[src/rtl/core/dfs_pkg.sv]
package dfs_pkg;

  localparam int unsigned MaxVertices = 32;
  localparam int unsigned VidW        = $clog2(MaxVertices);
  localparam int unsigned CntW        = VidW + 1;

  typedef logic [VidW-1:0]        vid_t;
  typedef logic [CntW-1:0]        cnt_t;
  typedef logic [MaxVertices-1:0] vset_t;

  // item kinds
  localparam logic KindLoad  = 1'b0;
  localparam logic KindStart = 1'b1;

  localparam cnt_t VertexCountRst = cnt_t'(MaxVertices);

  typedef enum logic [4:0] {
    S_IDLE   = 5'b00001,
    S_ROOT   = 5'b00010,
    S_SEARCH = 5'b00100,
    S_EMIT   = 5'b01000,
    S_ERR    = 5'b10000
  } seq_state_e;

  // result request from the sequencer to the output register
  typedef struct packed {
    logic valid;
    cnt_t vertex_number;
    logic last;
    logic range_error;
  } dfs_emit_t;

endpackage

[src/rtl/core/dfs_if.sv]
interface dfs_in_if;
  logic          valid;
  logic          ready;
  logic          kind;
  dfs_pkg::vid_t  row_index;
  dfs_pkg::vset_t row_bits;
  dfs_pkg::cnt_t  start_vertex;

  modport source (output valid, kind, row_index, row_bits, start_vertex, input ready);
  modport sink   (input valid, kind, row_index, row_bits, start_vertex, output ready);
endinterface

interface dfs_out_if;
  logic          valid;
  logic          ready;
  dfs_pkg::cnt_t vertex_number;
  logic          last;
  logic          range_error;

  modport source (output valid, vertex_number, last, range_error, input ready);
  modport sink   (input valid, vertex_number, last, range_error, output ready);
endinterface

[src/rtl/core/dfs_ffs.sv]
module dfs_ffs (
  input  dfs_pkg::vset_t operand_i,
  output logic           found_o,
  output dfs_pkg::vid_t  index_o,
  output dfs_pkg::vset_t onehot_o
);
  import dfs_pkg::*;

  vset_t lowest;

  // isolate the lowest set bit, then encode it
  assign lowest   = operand_i & (~operand_i + vset_t'(1));
  assign found_o  = |operand_i;
  assign onehot_o = lowest;

  always_comb begin
    index_o = '0;
    for (int i = 0; i < MaxVertices; i++) begin
      index_o = index_o | ({VidW{lowest[i]}} & VidW'(i));
    end
  end

endmodule

[src/rtl/core/dfs_adj_store.sv]
module dfs_adj_store (
  input  logic           clk_i,
  input  logic           rst_ni,
  input  logic           we_i,
  input  dfs_pkg::vid_t  waddr_i,
  input  dfs_pkg::vset_t wdata_i,
  input  dfs_pkg::vid_t  raddr_i,
  output dfs_pkg::vset_t rdata_o
);
  import dfs_pkg::*;

  vset_t rows_q [MaxVertices];
  vset_t row_valid_q;

  // a row never loaded reads as no edges
  always_ff @(posedge clk_i or negedge rst_ni) begin
    if (!rst_ni) begin
      row_valid_q <= '0;
    end else if (we_i) begin
      row_valid_q[waddr_i] <= 1'b1;
    end
  end

  always_ff @(posedge clk_i) begin
    if (we_i) begin
      rows_q[waddr_i] <= wdata_i;
    end
  end

  assign rdata_o = row_valid_q[raddr_i] ? rows_q[raddr_i] : '0;

endmodule

[src/rtl/core/dfs_seq.sv]
module dfs_seq (
  input  logic               clk_i,
  input  logic               rst_ni,
  dfs_in_if.sink             in_i,
  input  dfs_pkg::cnt_t      vertex_count_i,
  input  logic               slot_free_i,
  output dfs_pkg::dfs_emit_t emit_o
);
  import dfs_pkg::*;

  seq_state_e state_q, state_d;
  cnt_t       n_q, n_d;
  vid_t       start_q, start_d;
  logic       wrap_q, wrap_d;
  vset_t      visited_q, visited_d;
  cnt_t       depth_q, depth_d;
  vid_t       cur_q, cur_d;
  cnt_t       fc_q, fc_d;
  vid_t       emit_q, emit_d;

  vid_t stack_q [MaxVertices];
  vid_t fin_q   [MaxVertices];

  logic  acc;
  cnt_t  n_in;
  vset_t used_mask;
  vset_t geq_mask;
  vset_t unvisited;
  vset_t adj_row;
  vset_t ffs_op;
  logic  ffs_found;
  vid_t  ffs_idx;
  vset_t ffs_hot;
  cnt_t  depth_m2;
  logic  stack_we;
  vid_t  stack_waddr;
  logic  fin_we;

  assign in_i.ready = (state_q == S_IDLE);
  assign acc        = in_i.valid && in_i.ready;
  assign n_in       = (vertex_count_i > VertexCountRst) ? VertexCountRst : vertex_count_i;

  assign used_mask = (n_q >= VertexCountRst) ? '1
                   : ((vset_t'(1) << n_q[VidW-1:0]) - vset_t'(1));
  assign geq_mask  = '1 << start_q;
  assign unvisited = ~visited_q & used_mask;
  assign depth_m2  = depth_q - cnt_t'(2);

  dfs_adj_store u_adj (
    .clk_i   (clk_i),
    .rst_ni  (rst_ni),
    .we_i    (acc && (in_i.kind == KindLoad)),
    .waddr_i (in_i.row_index),
    .wdata_i (in_i.row_bits),
    .raddr_i (cur_q),
    .rdata_o (adj_row)
  );

  // shared find-first unit: next root or next successor
  always_comb begin
    if (state_q == S_ROOT) begin
      ffs_op = wrap_q ? unvisited : (unvisited & geq_mask);
    end else begin
      ffs_op = adj_row & unvisited;
    end
  end

  dfs_ffs u_ffs (
    .operand_i (ffs_op),
    .found_o   (ffs_found),
    .index_o   (ffs_idx),
    .onehot_o  (ffs_hot)
  );

  always_comb begin
    state_d     = state_q;
    n_d         = n_q;
    start_d     = start_q;
    wrap_d      = wrap_q;
    visited_d   = visited_q;
    depth_d     = depth_q;
    cur_d       = cur_q;
    fc_d        = fc_q;
    emit_d      = emit_q;
    stack_we    = 1'b0;
    stack_waddr = depth_q[VidW-1:0];
    fin_we      = 1'b0;
    emit_o      = '0;

    case (state_q)
      S_IDLE: begin
        if (acc && (in_i.kind == KindStart)) begin
          if (in_i.start_vertex >= n_in) begin
            state_d = S_ERR;
          end else begin
            n_d       = n_in;
            start_d   = in_i.start_vertex[VidW-1:0];
            wrap_d    = 1'b0;
            visited_d = '0;
            fc_d      = '0;
            state_d   = S_ROOT;
          end
        end
      end
      S_ROOT: begin
        if (ffs_found) begin
          visited_d   = visited_q | ffs_hot;
          stack_we    = 1'b1;
          stack_waddr = '0;
          depth_d     = cnt_t'(1);
          cur_d       = ffs_idx;
          state_d     = S_SEARCH;
        end else if (wrap_q) begin
          emit_d  = VidW'(fc_q - cnt_t'(1));
          state_d = S_EMIT;
        end else begin
          wrap_d = 1'b1;
        end
      end
      S_SEARCH: begin
        if (ffs_found) begin
          visited_d = visited_q | ffs_hot;
          stack_we  = 1'b1;
          depth_d   = depth_q + cnt_t'(1);
          cur_d     = ffs_idx;
        end else begin
          fin_we  = 1'b1;
          fc_d    = fc_q + cnt_t'(1);
          depth_d = depth_q - cnt_t'(1);
          if (depth_q == cnt_t'(1)) begin
            state_d = S_ROOT;
          end else begin
            cur_d = stack_q[depth_m2[VidW-1:0]];
          end
        end
      end
      S_EMIT: begin
        if (slot_free_i) begin
          emit_o.valid         = 1'b1;
          emit_o.vertex_number = cnt_t'(fin_q[emit_q]) + cnt_t'(1);
          emit_o.last          = (emit_q == '0);
          if (emit_q == '0) begin
            state_d = S_IDLE;
          end else begin
            emit_d = emit_q - vid_t'(1);
          end
        end
      end
      S_ERR: begin
        if (slot_free_i) begin
          emit_o.valid       = 1'b1;
          emit_o.last        = 1'b1;
          emit_o.range_error = 1'b1;
          state_d            = S_IDLE;
        end
      end
      default: begin
        state_d = S_IDLE;
      end
    endcase
  end

  always_ff @(posedge clk_i or negedge rst_ni) begin
    if (!rst_ni) begin
      state_q   <= S_IDLE;
      n_q       <= '0;
      start_q   <= '0;
      wrap_q    <= 1'b0;
      visited_q <= '0;
      depth_q   <= '0;
      cur_q     <= '0;
      fc_q      <= '0;
      emit_q    <= '0;
    end else begin
      state_q   <= state_d;
      n_q       <= n_d;
      start_q   <= start_d;
      wrap_q    <= wrap_d;
      visited_q <= visited_d;
      depth_q   <= depth_d;
      cur_q     <= cur_d;
      fc_q      <= fc_d;
      emit_q    <= emit_d;
    end
  end

  always_ff @(posedge clk_i) begin
    if (stack_we) begin
      stack_q[stack_waddr] <= cur_d;
    end
    if (fin_we) begin
      fin_q[fc_q[VidW-1:0]] <= cur_q;
    end
  end

  a_depth_bound: assert property (@(posedge clk_i) disable iff (!rst_ni)
    depth_q <= VertexCountRst)
    else $error("search stack deeper than vertex limit");

  a_emit_nonempty: assert property (@(posedge clk_i) disable iff (!rst_ni)
    (state_q == S_EMIT) |-> (fc_q != '0) && (fc_q <= n_q))
    else $error("emit phase with bad finish count");

  a_visited_in_range: assert property (@(posedge clk_i) disable iff (!rst_ni)
    ((state_q == S_ROOT) || (state_q == S_SEARCH)) |-> ((visited_q & ~used_mask) == '0))
    else $error("vertex outside used range marked visited");

  a_search_has_stack: assert property (@(posedge clk_i) disable iff (!rst_ni)
    (state_q == S_SEARCH) |-> (depth_q != '0))
    else $error("search step with empty stack");

endmodule

[src/rtl/core/dfs_topological_order.sv]
// channel   dir  payload                                       transfer when
// in_i      in   kind, row_index, row_bits, start_vertex      valid && ready
// out_o     out  vertex_number, last, range_error             valid && ready
// cfg       in   cfg_wdata_i (vertex_count)                   cfg_we_i high
//
// a load item writes one adjacency row; ready is low while a sort runs
// a sort of n vertices: each vertex is pushed once and popped once (a root push is
//   its own probe), plus one wrap probe and one final probe, then the finished
//   vertices are emitted in reverse finish order
// an out-of-range start gives one error result once out_o is free
// output back-pressure stalls only the emit and error phases; reset clears the
//   row valid bits at once, so no clearing pass is needed
module dfs_topological_order (
  input  logic          clk_i,
  input  logic          rst_ni,
  dfs_in_if.sink        in_i,
  dfs_out_if.source     out_o,
  input  logic          cfg_we_i,
  input  dfs_pkg::cnt_t cfg_wdata_i
);
  import dfs_pkg::*;

  cnt_t      vertex_count_q;
  dfs_emit_t emit;
  logic      slot_free;

  logic out_valid_q;
  cnt_t out_vertex_q;
  logic out_last_q;
  logic out_err_q;

  // vertex count register, sampled by the sequencer when a sort starts
  always_ff @(posedge clk_i or negedge rst_ni) begin
    if (!rst_ni) begin
      vertex_count_q <= VertexCountRst;
    end else if (cfg_we_i) begin
      vertex_count_q <= cfg_wdata_i;
    end
  end

  // output slot is free when empty or being drained this cycle
  assign slot_free = !out_valid_q || out_o.ready;

  dfs_seq u_seq (
    .clk_i          (clk_i),
    .rst_ni         (rst_ni),
    .in_i           (in_i),
    .vertex_count_i (vertex_count_q),
    .slot_free_i    (slot_free),
    .emit_o         (emit)
  );

  // output register between the sequencer and the result channel
  always_ff @(posedge clk_i or negedge rst_ni) begin
    if (!rst_ni) begin
      out_valid_q <= 1'b0;
    end else if (slot_free) begin
      out_valid_q <= emit.valid;
    end
  end

  always_ff @(posedge clk_i) begin
    if (emit.valid) begin
      out_vertex_q <= emit.vertex_number;
      out_last_q   <= emit.last;
      out_err_q    <= emit.range_error;
    end
  end

  assign out_o.valid         = out_valid_q;
  assign out_o.vertex_number = out_vertex_q;
  assign out_o.last          = out_last_q;
  assign out_o.range_error   = out_err_q;

  a_emit_into_free_slot: assert property (@(posedge clk_i) disable iff (!rst_ni)
    emit.valid |-> slot_free)
    else $error("result pushed into a full output register");

  a_error_is_last: assert property (@(posedge clk_i) disable iff (!rst_ni)
    emit.valid && emit.range_error |-> emit.last && (emit.vertex_number == '0))
    else $error("malformed error result");

  a_no_input_while_emitting: assert property (@(posedge clk_i) disable iff (!rst_ni)
    emit.valid |-> !in_i.ready)
    else $error("input accepted during result phase");

endmodule
[src/flat_wrapper.sv]
// flat-port wrapper written by rule: the top's interface ports become plain ports
module dfs_topological_order_flat import dfs_pkg::*;
  (clk_i, rst_ni, cfg_we_i, cfg_wdata_i, in_i_valid, in_i_kind, in_i_row_index, in_i_row_bits, in_i_start_vertex, in_i_ready, out_o_valid, out_o_vertex_number, out_o_last, out_o_range_error, out_o_ready);
  dfs_in_if in_i_i ();
  dfs_out_if out_o_i ();
  input  logic clk_i;
  input  logic rst_ni;
  input  logic cfg_we_i;
  input  dfs_pkg::cnt_t cfg_wdata_i;
  input wire logic [$bits(in_i_i.valid)-1:0] in_i_valid;
  input wire logic [$bits(in_i_i.kind)-1:0] in_i_kind;
  input wire logic [$bits(in_i_i.row_index)-1:0] in_i_row_index;
  input wire logic [$bits(in_i_i.row_bits)-1:0] in_i_row_bits;
  input wire logic [$bits(in_i_i.start_vertex)-1:0] in_i_start_vertex;
  output wire logic [$bits(in_i_i.ready)-1:0] in_i_ready;
  output wire logic [$bits(out_o_i.valid)-1:0] out_o_valid;
  output wire logic [$bits(out_o_i.vertex_number)-1:0] out_o_vertex_number;
  output wire logic [$bits(out_o_i.last)-1:0] out_o_last;
  output wire logic [$bits(out_o_i.range_error)-1:0] out_o_range_error;
  input wire logic [$bits(out_o_i.ready)-1:0] out_o_ready;
  assign in_i_i.valid = in_i_valid;
  assign in_i_i.kind = in_i_kind;
  assign in_i_i.row_index = in_i_row_index;
  assign in_i_i.row_bits = in_i_row_bits;
  assign in_i_i.start_vertex = in_i_start_vertex;
  assign in_i_ready = in_i_i.ready;
  assign out_o_valid = out_o_i.valid;
  assign out_o_vertex_number = out_o_i.vertex_number;
  assign out_o_last = out_o_i.last;
  assign out_o_range_error = out_o_i.range_error;
  assign out_o_i.ready = out_o_ready;
  dfs_topological_order u_core (.clk_i(clk_i), .rst_ni(rst_ni), .in_i(in_i_i), .out_o(out_o_i), .cfg_we_i(cfg_we_i), .cfg_wdata_i(cfg_wdata_i));
endmodule
[config.mk]
export PLATFORM = sky130hd
export DESIGN_NAME = dfs_topological_order_flat
export DESIGN_NICKNAME = d
export VERILOG_FILES = /design/src/rtl/core/dfs_pkg.sv /design/src/rtl/core/dfs_if.sv /design/src/rtl/core/dfs_ffs.sv /design/src/rtl/core/dfs_adj_store.sv /design/src/rtl/core/dfs_seq.sv /design/src/rtl/core/dfs_topological_order.sv /design/src/flat_wrapper.sv
export SDC_FILE = /design/constraint.sdc
export NUM_CORES = 2
export LEC_CHECK = 0
export ABC_AREA = 1
export BUFFER_PORTS_ARGS = -buffer_cell sky130_fd_sc_hd__buf_2
export CAP_MARGIN = 40
export CORE_ASPECT_RATIO = 1.4
export CORE_UTILIZATION = 58
export CTS_CLUSTER_DIAMETER = 40
export DETAILED_ROUTE_END_ITERATION = 8
export GPL_TIMING_DRIVEN = 0
export HOLD_SLACK_MARGIN = 0.08
export PLACE_DENSITY = 0.75
export SYNTH_ARGS = -nofsm -noshare
export SYNTH_HDL_FRONTEND = slang
export SYNTH_HIERARCHICAL = 1
export SYNTH_SLANG_ARGS = --single-unit
[constraint.sdc]
create_clock -name clk_i -period 7.8 [get_ports clk_i]
set_input_delay 1.17 -clock clk_i [delete_from_list [all_inputs] [get_ports clk_i]]
set_output_delay 1.17 -clock clk_i [all_outputs]
set_load 0.01 [all_outputs]
==> results.txt <==
Cell taking the most area after synthesis: edfxtp_1
DRC: 0
Syn Area/Cell: 10.3 um^2
CORE AREA: 110000 um^2
Post-synth EDFFs: 1352
Synth area leaders: edfxtp_1, nand2_1, nand3_1
Synthesized cell area: 64200 um^2
Final period util: 97.9%
Fill count: 8124
WS Path Type: reg2reg
Synth-to-Final Area Change: 13.7%
Tot GR Track Use: 38.0%
Die Wd: 283 um
Slew at the pin closest to its max-slew limit: 0.997 ns
Worst skew pair latency: 0.79 ns
Clk root buf: clkbuf_16
Final Util: 66.5%
Global route overflow: 0
Synth Register Bits: 1461
Setup repair bufs after CTS: 0
Num CTS Buffers: 148
Lkg Pwr: 29.3 nW
Yosys warns: 6
Critical R2R Launch: u_core/u_seq/cur_q[1]
Initial antenna violation count: 8
Die Y-Extent: 396 um
Reg area: 43300 um^2
Setup_tns: 0 ns
Async SR Flop Fraction: 7.46%
Worst setup EP type: flop
Largest net degree at the start of global routing: 65
Non-Filler Cell Area, Final: 73100 um^2
Worst R2R Path Depth: 26
# resized after CTS: 0
CTS tree: built
CTS Hold Buffers Added: 0
Endpoints failing setup: 0
First-pass GRT wire length: 307000 um
Reg2reg end: u_core/u_seq/stack_q[0][3]
Register area share after synthesis: 67.4%
Placed wire-length estimate: 144000 um
Fin nets: 6618
Row count: 144
H-tree levels: 4
Starting density of the core: 58.5%
Vias in the first global route: 47700
Final critical-path required period: 7.63 ns
Die area: 112000 um^2
Detailed Routing Iterations Pass 1: 7
Ports: 65
Initial DRC Count: 6664
Critical path fanouts, max: 10
Port Buffers: 64
Main synth FF type: edfxtp_1
Crit path arrival time: 8.03 ns
Share of the synthesized area in the top cell type: 63.2%
Placed insts: 7848
Multi-input gate area: 17800 um^2
Placed cell area: 68100 um^2
Yosys cell types: 54
Min-delay worst type: in2async
Avg WL per Cell: 26.2 um
Vias/cell: 6.06
Final WL: 213000 um
Clock Sinks: 1461
Final Slew Violations: 0
Syn nets: 6335
Final Wtd Congestion: 1.00
Power consumption: 27.7 mW
Layout cells sized above 1: 10.3%
Startpoint types: flop
Max-Cap Viols: 0
FF-to-FF setup slack: 0.17 ns
Max VDD drop: 0.230 mV
Rel. slew slack: 33.6%
Routed Antenna Nets: 0
Final hold vios: 0
Achievable Freq: 0.131 GHz
Mapped Cells: 6261
Max Clock Skew: 0.0341 ns
Layout Cells excl Fill: 8133
Vias after detailed routing: 49300
Critical Path RT: 8.20 ns
Status: completed
CTS clk-pin slew, worst paths: 0.06 ns
PD cells: 379 nW/um^2
RSZ-0062 raised after global routing: no
Max Buffers Root-to-Sink: 3
==> critical path: stages, from the launching register on <==
cell,delay [ns]
dfrtp_1,0.54
buf_2,0.29
clkbuf_1,0.48
buf_6,0.27
clkbuf_1,0.58
nand2_1,0.12
nand3_1,0.13
nand3_1,0.15
nand3_1,0.31
nand2_1,0.16
nor2_1,0.21
nor2_1,0.09
a2111oi_0,0.77
buf_1,0.23
nor2_4,0.09
nand2_4,0.16
nor2_8,0.07
nand2_4,0.11
nor2_8,0.07
nand2_1,0.08
clkbuf_1,0.30
inv_1,0.22
nor2_2,0.37
inv_2,0.11
nor2_1,0.24
nand2_1,0.28
o21ai_0,0.79
==> placed cells by master (no fill, tap or decap), drive strengths merged, types with 20 or more instances in the layout <==
cell type     n
or2          33
a21oi        33
o21ai       294
nand2      2013
nand4        31
nor2        589
nand3       865
buf         351
clkbuf      288
o211ai       44
edfxtp     1352
clkinv       49
dfrtp       107
nor3         20
inv         491
==> cell families after synthesis <==
kind of cell | share of synthesized area, %
simple gates | 23.2
flops | 67.4
buf+inv | 5.31
compound gates | 3.56
fa+ha+maj | 0.370
xor+xnor | 0.0818
==> report_power, final <==
| group | switching, mW | total (mW) | internal, mW |
|---|---|---|---|
| Clock | 3.11 | 7.15 | 4.05 |
| Sequential | 0.194 | 9.31 | 9.11 |
| Combinational | 8.32 | 11.3 | 2.94 |
| Total | 11.6 | 27.7 | 16.1 |
==> cell type report <==
| type | count | area share [%] |
|---|---|---|
| diodes | 12 | 0.0411 |
| plain buffers | 327 | 2.23 |
| clock buffers | 179 | 5.47 |
| clock inverters | 88 | 1.23 |
| inverters | 473 | 2.43 |
| multi-input cells | 4000 | 24.4 |
| flip-flops and latches | 1461 | 59.3 |
| well taps | 1460 | 2.50 |
| repair buffers | 133 | 2.41 |
==> synthesized netlist by cell type, types with 4 or more instances <==
| cell | number |
|---|---|
| nor3_1 | 19 |
| nand2_4 | 5 |
| dfrtp_1 | 107 |
| nand3b_1 | 5 |
| nor2_4 | 10 |
| o21ai_0 | 254 |
| inv_1 | 457 |
| ha_1 | 19 |
| o21bai_1 | 7 |
| edfxtp_1 | 1352 |
| a21oi_1 | 33 |
| buf_6 | 10 |
| buf_4 | 40 |
| nand2_1 | 1998 |
| nand2_2 | 10 |
| or2_2 | 33 |
| nand3_1 | 861 |
| nor2_2 | 13 |
| buf_2 | 143 |
| nand4_1 | 29 |
| inv_2 | 12 |
| buf_1 | 25 |
| o211ai_1 | 44 |
| o21ai_1 | 39 |
| clkbuf_1 | 109 |
| nor2_1 | 564 |
| nand3_2 | 4 |
| a211oi_1 | 9 |
| o31ai_1 | 4 |
==> registers in the layout (all words and copies together), names as in the netlist <==
signal                          flops
u_core/u_seq/u_adj/rows_q        1024
u_core/u_seq/start_q                5
u_core/out_o.range_error            1
u_core/u_seq/u_adj/row_valid_q     32
u_core/u_seq/n_q                    6
u_core/u_seq/wrap_q                 1
u_core/out_o.last                   1
u_core/u_seq/cur_q                  5
u_core/u_seq/stack_q              160
u_core/u_seq/state_q                5
u_core/u_seq/visited_q             32
u_core/u_seq/emit_q                 5
u_core/u_seq/depth_q                6
u_core/u_seq/fin_q                160
u_core/vertex_count_q               6
u_core/out_o.valid                  1
u_core/out_o.vertex_number          6
u_core/u_seq/fc_q                   5
==> per-layer routing <==
| layer | part of all wire (%) | vias to the layer above | wire length (um) | global-route usage [%] |
|---|---|---|---|---|
| li1 | - | 21600 | - | - |
| met1 | 32 | 23200 | 67800 | 41.7 |
| met2 | 48 | 3409 | 102000 | 62.6 |
| met3 | 10 | 992 | 22100 | 8.91 |
| met4 | 9.7 | 6 | 20700 | 32.2 |
| met5 | 0.016 | - | 35 | 0 |
==> worst max path at each step <==
stage	startpoint	end	slack [ns]
2_1_floorplan	u_core/u_seq/cur_q[1]	u_core/u_seq/stack_q[0][3]	2.62
3_3_place_gp	u_core/u_seq/cur_q[2]	u_core/u_seq/stack_q[27][2]	-1.52
3_5_place_dp	u_core/u_seq/cur_q[1]	u_core/u_seq/stack_q[0][0]	0.44
4_1_cts	u_core/u_seq/cur_q[1]	u_core/u_seq/stack_q[0][3]	0.41
5_1_grt	u_core/u_seq/cur_q[1]	u_core/u_seq/stack_q[0][3]	0.01
6_report	u_core/u_seq/cur_q[1]	u_core/u_seq/stack_q[0][3]	0.17
==> stage by stage <==
step | hold WS [ns] | setup slack, ns
floorplan | 0.440 | 2.62
CTS | 0.317 | 0.412
global route | 0.345 | 0.0137
finish | 0.338 | 0.166
detailed placement | 0.452 | 0.437
global placement | 0.451 | -1.52
Power figures use the tool's default switching activity.
